[src/rtl/core/rbst_pkg.sv]
// Shared types and constants for the ray versus box slab test.
// No dependencies; imported by every module of the block.
package rbst_pkg;

  // Configuration register indexes (byte address = 4 * index)
  localparam logic [2:0] REG_ORIGIN_X = 3'd0;
  localparam logic [2:0] REG_ORIGIN_Y = 3'd1;
  localparam logic [2:0] REG_ORIGIN_Z = 3'd2;
  localparam logic [2:0] REG_DIR_X    = 3'd3;
  localparam logic [2:0] REG_DIR_Y    = 3'd4;
  localparam logic [2:0] REG_DIR_Z    = 3'd5;
  localparam logic [2:0] REG_MAX_T    = 3'd6;

  localparam int ADDR_W = 5;

  // Divider: one quotient bit per stage plus range check and saturation
  localparam int QUO_W   = 32;
  localparam int DIV_LAT = QUO_W + 2;

  // Crossing parameters widened by one bit to hold the open-ended markers
  localparam logic signed [32:0] T_SAT_HI  = 33'sh0_7FFF_FFFF;
  localparam logic signed [32:0] T_SAT_LO  = -33'sh0_8000_0000;
  localparam logic signed [32:0] T_NEG_INF = -33'sh0_8000_0001;
  localparam logic signed [32:0] T_POS_INF = 33'sh0_8000_0000;

  // Face axis codes
  localparam logic [1:0] AXIS_X = 2'd0;
  localparam logic [1:0] AXIS_Y = 2'd1;
  localparam logic [1:0] AXIS_Z = 2'd2;

  // Held ray
  typedef struct packed {
    logic [2:0][31:0] origin;
    logic [2:0][31:0] dir;
    logic [31:0]      max_t;
  } cfg_t;

  // Control carried alongside the divider lanes
  typedef struct packed {
    logic       valid;
    logic [2:0] par_miss;
  } ctl_t;

endpackage

[src/rtl/core/rbst_combine.sv]
// Slab ordering, per-axis combining and hit decision: three register stages.
// Depends on rbst_pkg.
module rbst_combine import rbst_pkg::*; (
  input  logic                    clk,
  input  logic                    en,
  input  logic [5:0][31:0]        t_lane,
  input  logic [2:0]              par_miss,
  input  cfg_t                    cfg,
  output logic                    hit,
  output logic [31:0]             entry_t,
  output logic [1:0]              face_axis,
  output logic                    normal_positive
);

  // stage B: ordered crossings per axis
  logic signed [32:0] t1_r [0:2];
  logic signed [32:0] t2_r [0:2];
  logic [2:0]         sw_r;
  logic [2:0]         pm_b_r;

  logic signed [32:0] t1_nxt [0:2];
  logic signed [32:0] t2_nxt [0:2];
  logic [2:0]         sw_nxt;
  logic signed [32:0] ta;
  logic signed [32:0] tb;

  always_comb begin
    for (int a = 0; a < 3; a++) begin
      ta = {t_lane[a][31], t_lane[a]};
      tb = {t_lane[a+3][31], t_lane[a+3]};
      if (cfg.dir[a] == 32'd0) begin
        t1_nxt[a] = T_NEG_INF;
        t2_nxt[a] = T_POS_INF;
        sw_nxt[a] = 1'b0;
      end else if (ta > tb) begin
        t1_nxt[a] = tb;
        t2_nxt[a] = ta;
        sw_nxt[a] = 1'b1;
      end else begin
        t1_nxt[a] = ta;
        t2_nxt[a] = tb;
        sw_nxt[a] = 1'b0;
      end
    end
  end

  always_ff @(posedge clk) begin
    if (en) begin
      t1_r   <= t1_nxt;
      t2_r   <= t2_nxt;
      sw_r   <= sw_nxt;
      pm_b_r <= par_miss;
    end
  end

  // stage C: largest entry (earliest axis wins ties), smallest exit
  logic signed [32:0] tmin_r, tmax_r, tmin_nxt, tmax_nxt;
  logic [1:0]         axis_r, axis_nxt;
  logic               up_r, up_nxt;
  logic               pm_c_r;

  always_comb begin
    tmin_nxt = T_NEG_INF;
    tmax_nxt = T_POS_INF;
    axis_nxt = AXIS_X;
    up_nxt   = 1'b0;
    for (int a = 0; a < 3; a++) begin
      if (t1_r[a] > tmin_nxt) begin
        tmin_nxt = t1_r[a];
        axis_nxt = 2'(a);
        up_nxt   = sw_r[a];
      end
      if (t2_r[a] < tmax_nxt) begin
        tmax_nxt = t2_r[a];
      end
    end
  end

  always_ff @(posedge clk) begin
    if (en) begin
      tmin_r <= tmin_nxt;
      tmax_r <= tmax_nxt;
      axis_r <= axis_nxt;
      up_r   <= up_nxt;
      pm_c_r <= |pm_b_r;
    end
  end

  // stage D: hit decision into the output register
  logic        hit_r, hit_nxt;
  logic [31:0] entry_r;
  logic [1:0]  axis_o_r;
  logic        up_o_r;
  logic        zero_dir;

  always_comb begin
    zero_dir = (cfg.dir[0] == 32'd0) && (cfg.dir[1] == 32'd0) && (cfg.dir[2] == 32'd0);
    hit_nxt  = !zero_dir && !pm_c_r && (tmin_r <= tmax_r) && !tmax_r[32]
               && ($signed({tmin_r[32], tmin_r}) <= $signed({2'b00, cfg.max_t}));
  end

  always_ff @(posedge clk) begin
    if (en) begin
      hit_r    <= hit_nxt;
      entry_r  <= (hit_nxt && !tmin_r[32]) ? tmin_r[31:0] : 32'd0;
      axis_o_r <= hit_nxt ? axis_r : AXIS_X;
      up_o_r   <= hit_nxt && up_r;
    end
  end

  assign hit             = hit_r;
  assign entry_t         = entry_r;
  assign face_axis       = axis_o_r;
  assign normal_positive = up_o_r;

endmodule

[config.mk]
export PLATFORM = sky130hd
export DESIGN_NAME = rbst_combine
export DESIGN_NICKNAME = d
export VERILOG_FILES = /design/src/rtl/core/rbst_pkg.sv /design/src/rtl/core/rbst_combine.sv
export SDC_FILE = /design/constraint.sdc
export NUM_CORES = 1
export LEC_CHECK = 0
export ABC_CLOCK_PERIOD_IN_PS = 11950
export BUFFER_PORTS_ARGS = -buffer_cell sky130_fd_sc_hd__buf_2
export CAP_MARGIN = 5
export CORE_MARGIN = 2
export CORE_UTILIZATION = 36
export DETAILED_ROUTE_END_ITERATION = 10
export GPL_ROUTABILITY_DRIVEN = 0
export PLACE_DENSITY_LB_ADDON = 0.2
export SYNTH_ARGS = -nofsm -noshare
export SYNTH_HDL_FRONTEND = slang
export SYNTH_SLANG_ARGS = --single-unit
[constraint.sdc]
create_clock -name clk -period 11.95 [get_ports clk]
set_input_delay 1.195 -clock clk [delete_from_list [all_inputs] [get_ports clk]]
set_output_delay 1.195 -clock clk [all_outputs]
set_load 0.02 [all_outputs]
# [Yosys cells after proc, flatten, opt, wreduce, memory -nomap -nowiden]
# Index checks and enable logic that the tools add are counted.
[totals] ff_bits=310 inputBits=421 out_inout_bits=36 elab_cells=65
[classes] n_lt_le_gt_ge=11 muxes=19 reduce_logical=16
[ops] op="2-to-1 mux 33 bit" n=12
[ops] op="greater-than comparator 32 bit" n=3
[ops] op="logical NOT 32 bit" n=3
[ops] op="greater-than comparator 33 bit" n=2
[ops] op="<= comparator 33 bit" n=2
[ops] op="less-than comparator 33 bit" n=2
[ops] op="greater-than comparator 33 bit, second input constant" n=1
[ops] op="less-than comparator 33 bit, second input constant" n=1
[ops] op="logical AND 1 bit" n=8
[ops] op="2-to-1 mux 1 bit" n=7
[ops] op="logical NOT 1 bit" n=4
[ops] op="OR reduction 3 bit" n=1

# [Longest topological paths before layout]
# Gate-level depths: netlist (run 1).
[logic_depth] word_depth=9 depth_mapped=32 depth_no_buf=28

# [Least setup slack after synthesis (run 1)]
# OpenSTA, ideal clock, no wires.
[synth_path] path_kind="register -> register" startpoint="register t1_r[97] in the netlist's numbering" endpoint="register tmin_r[0], data pin" setup_ps=260 arrival_ps=6496 required_ps=11690 slack_ps=5194 path_stages_with_launch=31 path_buffers=4 synth_period_minus_slack_ps=6756 path_cell_list="edfxtp_1 nand4b_1 nor4_1 nand3_1 a21boi_0 ha_1 nand2b_1 clkbuf_1 clkbuf_1 nor2_1 ha_1 a21oi_1 o21ai_0 a221oi_1 o311ai_1 nor3b_1 or3_1 buf_2 clkbuf_1 nand2_1 o21ai_0 ha_1 a21o_1 a21o_1 a21oi_1 o21ai_0 a2111o_1 a2111oi_0 o211ai_1 nand3_2 mux2_2"
[synth_via] elab_chain_len=6
[synth_lines] item="start, declared" line="rbst_combine.sv:16" rtl="logic signed [32:0] t1_r [0:2];"
[synth_lines] item="start signal, assigned" line="rbst_combine.sv:49" rtl="t1_r <= t1_nxt;"
[synth_lines] item="greater-than comparator 33 bit" line="rbst_combine.sv:68" rtl="if (t1_r[a] > tmin_nxt) begin"
[synth_lines] item="2-to-1 mux 33 bit *" line="rbst_combine.sv:68"
[synth_lines] item="greater-than comparator 33 bit" line="rbst_combine.sv:68"
[synth_lines] item="2-to-1 mux 33 bit *" line="rbst_combine.sv:68"
[synth_lines] item="greater-than comparator 33 bit" line="rbst_combine.sv:68"
[synth_lines] item="2-to-1 mux 33 bit *" line="rbst_combine.sv:68"
[synth_lines] item="via tmin_nxt[0]" line="rbst_combine.sv:57" rtl="logic signed [32:0] tmin_r, tmax_r, tmin_nxt, tmax_nxt;"
[synth_lines] item="end signal, assigned" line="rbst_combine.sv:81" rtl="tmin_r <= tmin_nxt;"
[synth_lines] item="end, declared" line="rbst_combine.sv:57"
# Mark *: on every way through the listed nets, which the timed path passes. The rest lies on a longest branch.
# A chain may end at the register's enable or synchronous reset.

# [Worst setup path after layout (run 1)]
[layout_path] startpoint="register t1_r[97] in the netlist's numbering" endpoint="register up_r, data pin"
[layout_via] elab_chain_len=6 elab_cells_between_ends=8 cone_classes="order compare: 3; mux: 5"
[layout_lines] item="greater-than comparator 33 bit" line="rbst_combine.sv:68"
[layout_lines] item="2-to-1 mux 33 bit" line="rbst_combine.sv:68"
[layout_lines] item="greater-than comparator 33 bit" line="rbst_combine.sv:68"
[layout_lines] item="2-to-1 mux 33 bit" line="rbst_combine.sv:68"
[layout_lines] item="greater-than comparator 33 bit" line="rbst_combine.sv:68"
[layout_lines] item="2-to-1 mux 1 bit *" line="rbst_combine.sv:68"
[layout_lines] item="via up_nxt" line="rbst_combine.sv:59" rtl="logic up_r, up_nxt;"
[layout_lines] item="end signal, assigned" line="rbst_combine.sv:84" rtl="up_r <= up_nxt;"
[layout_lines] item="end, declared" line="rbst_combine.sv:59"
# Marks and branches as above.

==> flow_summary.toml, run 1 <==
[clock_tree]
post_cts_buffers = 0
cts_buffer_depth = 3
cts_resized = 0
ctsRootBufferMaster = "clkbuf_16"
cts_tree = "built"
cts_hold_buf = 0
clk_latency_ps = 560
cts_made_buffers = 39
htreeDepth = 2
clkTransAtPathRegs_ps = 60
cts_num_sinks = 310

[die]
initial_core_util = 0.364
core_um2 = 61700
io_pins = 457
die_w_um = 254
row_count = 91
die_height_um = 254
dieArea_um2 = 64400

[power]
p_seq_frac = 0.359
p_leak_nw = 12.4
power.internal_mw = 2.84
totalPowerFinal_mw = 4.47
clkPwrFrac = 0.257
switchingPower_mw = 1.63
power_density_nw_per_um2 = 170
sw_frac_of_total = 0.364
peakVddDrop_mv = 0.100
combPwrFrac = 0.384

[logic_synthesis]
yosysSeqAreaShare = 0.415
async_reset_ff_frac = 0
netlist_area_um2 = 22500
synth_largest_area_cell = "edfxtp_1"
syn_avg_cell_area_um2 = 9.59
yosysTopAreaCellShare = 0.415
synth_fp_nets = 3054
ys_seq_elements = 310
yosysWarnings = 0
ys.flop_type = "edfxtp_1"
synth-edff-count = 310
syn_inst = 2342
ys_top_cells_by_area = "edfxtp_1, ha_1, mux2i_1"
yosysMostFrequentCell = "edfxtp_1"
ys_types = 62
ys_top_cells_by_count = "edfxtp_1, ha_1, inv_1"

[setup_path]
cpMostUsedCell = "ha_1"
cp_num_buf_inv = 2
worst-setup-path-type = "register to register"
end_kind = "register"
critPathLaunch = "t1_r[97]"
cp-start-kind = "register"
arrival_ps = 10260
rr_startpoint = "t1_r[97]"
r2r_slack_ps = 1990
crit_cells = 25
cp_slowest_cell = "or3_1"
cp.required_ps = 12250
path_max_fanout = 34
crit_path_end = "up_r"
slowest_delay_ps = 920
reg2reg_to = "up_r"
crit_family = "simple AND/OR/NAND/NOR gates"
rr_worst_depth = 25

[run_status]
status = "finished clean"

[timing]
setup_viol = 0
rsz0062_at_grt = "no"
fmax_ghz = 0.100
timing.clock.skew_ps = 15.7
fin_crit_ps = 9960
setup_tns_ps = 0
worstMarginPinSlew_ps = 1210
slew-limit-headroom = 0.190
hold_viol = 0
post-route-period-util = 0.834
drv_slew = 0

[placement]
place_hpwl_um = 55900
numPortBuffers = 360
dp_cells = 3444

[global_routing]
grt_pass1_wl_um = 105000
gr-usage-all-layers = 0.214
antenna_found_initial = 9
grt_pass1_vias = 18200
grt_remaining_overflow = 0
grt_max_degree = 116

[routing]
vias = 19000
viasPerCell = 5.39
drc_errors = 0
wl_per_cell_um = 20.0
first_pass_iters = 5
drt_first_iter_violations = 1395
drt-total-wl_um = 70400
ant_nets = 0

[worst_hold_path]
hold_path.class = "register to register"

[finish]
n_fill_cell = 6034
stdcell_count = 3517
layout-drive-gt1-share = 0.174
final_nets = 3360
area_growth_syn_to_layout_pct = 17.1

[run]
drv_cap = 0
-- worst min path at each step --
stage | start | end | slack (ps) | cells after the start
after floorplan | pm_b_r[2] | pm_c_r | 470 | 1
after global placement | axis_r[1] | face_axis[1] | 510 | 1
after detailed placement | pm_b_r[1] | pm_c_r | 510 | 1
after CTS | axis_r[0] | face_axis[0] | 530 | 1
after global routing | axis_r[0] | face_axis[0] | 550 | 1
final | axis_r[0] | face_axis[0] | 520 | 1
-- per-layer routing --
metal | GRT usage | wire length, um
met5 | 0 | 34
met4 | 0.0637 | 1860
met3 | 0.0269 | 4330
met2 | 0.346 | 31800
met1 | 0.301 | 32300
-- stage by stage --
stage               hold slack, ps  setup slack (ps)  utilization  instance area (um^2)
global route                   552              1340        0.426                 26300
floorplan                      475              5190            -                 22500
global placement               507              2170        0.406                 25100
detailed placement             507              2190        0.406                 25100
CTS                            528              2150        0.426                 26300
finish                         521              1990        0.426                 26300
-- cells in the final DEF, fill, tap and decap left out, drive strengths merged, types with 61 or more instances in the layout --
cell    synthesis  final
buf            23    382
mux2i         135    135
nor2          178    178
ha            291    291
nand2         170    170
a21oi         160    160
a21o           73     73
inv           239    239
nand4          61     61
edfxtp        310    310
nand3         148    148
o21ai         173    173
-- state kept, by name (all words and copies together), names as in the netlist, 2 cells and up --
signal / flops
sw_r: 3
t1_r: 99
axis_r: 2
face_axis: 2
tmax_r: 33
t2_r: 99
pm_b_r: 3
entry_t: 32
tmin_r: 33
-- power by group through the flow --
stage | sequential [mW] | combinational [mW] | clock, mW
5_1_grt | 1.62 | 1.92 | 1.21
2_1_floorplan | 1.57 | 1.18 | 0
3_5_place_dp | 1.62 | 1.70 | 0
4_1_cts | 1.60 | 1.71 | 1.17
3_3_place_gp | 1.62 | 1.64 | 0
6_report | 1.60 | 1.72 | 1.15
-- cell type report --
cell class	instances	area, um^2	share of cell area
repair buffers	382	1980	0.0752
clock inverters	19	164	0.00623
well taps	837	1050	0.0398
inverters	239	897	0.0341
multi-input cells	1676	11800	0.450
diodes	6	15.0	0.000571
clock buffers	48	1050	0.0400
flip-flops and latches	310	9310	0.354
-- logic make-up (layout without fill, tap and decap cells) --
family          after synthesis  after routing  synth area share
mux                         139            139            0.0622
compound gates              527            527             0.144
fa+ha+maj                   291            291             0.162
other cells                   0              6                 0
flops                       310            310             0.415
simple gates                719            719             0.155
buf+inv                     356            688            0.0620
-- worst reg2reg max path: cells and delay by family, from the launching register on --
family | cells | cell delay, ps
DFF | 1 | 450
and+or+nand+nor | 12 | 4690
AOI/OAI and AO/OA | 7 | 2310
adders and majority gates | 3 | 1170
buffers and inverters | 2 | 770
muxes | 1 | 320
Power figures use the tool's default switching activity.
==> run 2, diff against run 1 <==
--- a/config.mk
+++ b/config.mk
@@ -5,7 +5,7 @@
 export SDC_FILE = /design/constraint.sdc
 export NUM_CORES = 1
 export LEC_CHECK = 0
-export ABC_CLOCK_PERIOD_IN_PS = 11950
+export ABC_CLOCK_PERIOD_IN_PS = 10100
 export BUFFER_PORTS_ARGS = -buffer_cell sky130_fd_sc_hd__buf_2
 export CAP_MARGIN = 5
 export CORE_MARGIN = 2
==> constraint.sdc (replaced) <==
create_clock -name clk -period 10.1 [get_ports clk]
set_input_delay 1.01 -clock clk [delete_from_list [all_inputs] [get_ports clk]]
set_output_delay 1.01 -clock clk [all_outputs]
set_load 0.02 [all_outputs]
==> flow_summary.toml, run 2 (synthesis results as in run 1) <==
[setup_path]
arrival_ps = 8930
slowest_delay_ps = 550
end_kind = "register"
cp.required_ps = 10480
worst-setup-path-type = "register to register"
path_max_fanout = 49
cp-start-kind = "register"
cp_slowest_cell = "nand2b_1"
cpMostUsedCell = "buf_4"

[clock_tree]
cts_resized = 0
cts_hold_buf = 0
cts_buffer_depth = 3
cts_tree = "built"
clkTransAtPathRegs_ps = 50
cts_made_buffers = 39
cts_num_sinks = 310
post_cts_buffers = 0
htreeDepth = 2
clk_latency_ps = 570
ctsRootBufferMaster = "clkbuf_16"

[placement]
numPortBuffers = 360
placed_area_um2 = 25100
place_hpwl_um = 55800

[timing]
setup_viol = 0
hold_viol = 0
fmax_ghz = 0.117
worstMarginPinSlew_ps = 1180
slew-limit-headroom = 0.213
drv_slew = 0
rsz0062_at_grt = "no"
hold_ws_ps = 519
setup_tns_ps = 0
post-route-period-util = 0.847
fin_crit_ps = 8550
timing.clock.skew_ps = 29.3

[power]
power_density_nw_per_um2 = 199
peakVddDrop_mv = 0.0988
p_leak_nw = 12.4

[finish]
layout_commonest_cell = "buf_2"
largestRegisters = "t1_r (99), t2_r (99)"
layout-drive-gt1-share = 0.174
multiInputGateArea_um2 = 11800
final_nets = 3363
utilization = 0.426
n_fill_cell = 6061
seqCellArea_um2 = 9310
stdcell_area_um2 = 26300
final_cell_mix = "buf_2, edfxtp_1, ha_1, inv_1, nor2_1"
area_growth_syn_to_layout_pct = 17.1

[routing]
drt_first_iter_violations = 1296
ant_nets = 0
wl_per_cell_um = 20.0
drt-total-wl_um = 70500
vias = 18900
drc_errors = 0
first_pass_iters = 5
viasPerCell = 5.37

[run]
drv_cap = 0

[worst_hold_path]
hold_path.class = "register to register"

[die]
row_count = 91
die_height_um = 254
io_pins = 457
die_w_um = 254
core_um2 = 61700
initial_core_util = 0.364
dieArea_um2 = 64400

[global_routing]
grt_max_degree = 172
antenna_found_initial = 7
grt_pass1_wl_um = 106000
grt_remaining_overflow = 0
gr-usage-all-layers = 0.216
grt_pass1_vias = 18400

[run_status]
status = "finished clean"
-- run 2: changes by cell type in the layout (fill, tap and decap cells not counted), sizes merged --
cell    before  now
buf        382  385
clkinv      14   12
inv        239  240
bufinv       3    1
clkbuf      48   56
-- run 2: area by class of cell --
class,instances,share of cell area
well taps,837,0.0398
flip-flops and latches,310,0.354
repair buffers,385,0.0765
inverters,239,0.0341
clock buffers,56,0.0404
diodes,6,0.000571
multi-input cells,1676,0.450
clock inverters,16,0.00443
-- run 2: per-stage QoR --
step / instances / setup WS [ps] / power, mW
3_5_place_dp: 3447 / 1530 / 3.93
4_1_cts: 3519 / 1530 / 5.26
3_3_place_gp: 3447 / 1700 / 3.87
5_1_grt: 3524 / 917 / 5.59
2_1_floorplan: 2342 / 3340 / 3.25
6_report: 3525 / 1550 / 5.24
-- run 2: where the power goes --
group / internal (mW) / switching, mW
Sequential: 1.74 / 0.156
Clock: 0.758 / 0.556
Combinational: 0.817 / 1.22
-- run 2: routing by layer --
| metal | wire length (um) | part of all wire | vias up | global-route usage |
|---|---|---|---|---|
| li1 | - | - | 9226 | - |
| met1 | 32800 | 0.46 | 8979 | 0.308 |
| met2 | 31800 | 0.45 | 631 | 0.347 |
| met3 | 4320 | 0.061 | 87 | 0.0267 |
| met4 | 1640 | 0.023 | 4 | 0.0582 |
| met5 | 20 | 0.00028 | - | 0 |
-- run 2: final timing paths --
| check | from | endpoint | slack, ps | cells past startpoint |
|---|---|---|---|---|
| min | axis_r[0] | face_axis[0] | 520 | 1 |
| max | t1_r[97] | tmin_r[10] | 1550 | 29 |
| max reg2reg | t1_r[97] | tmin_r[10] | 1550 | 29 |
| min reg2reg | axis_r[0] | face_axis[0] | 520 | 1 |
-- run 2: worst max-delay path: cells and delay by family (launching register included) --
kind,cells,cell delay (ps)
simple gates,11,2900
compound gates,10,2530
buf+inv,4,1120
fa+ha+maj,3,1090
flops,1,450
mux,1,290
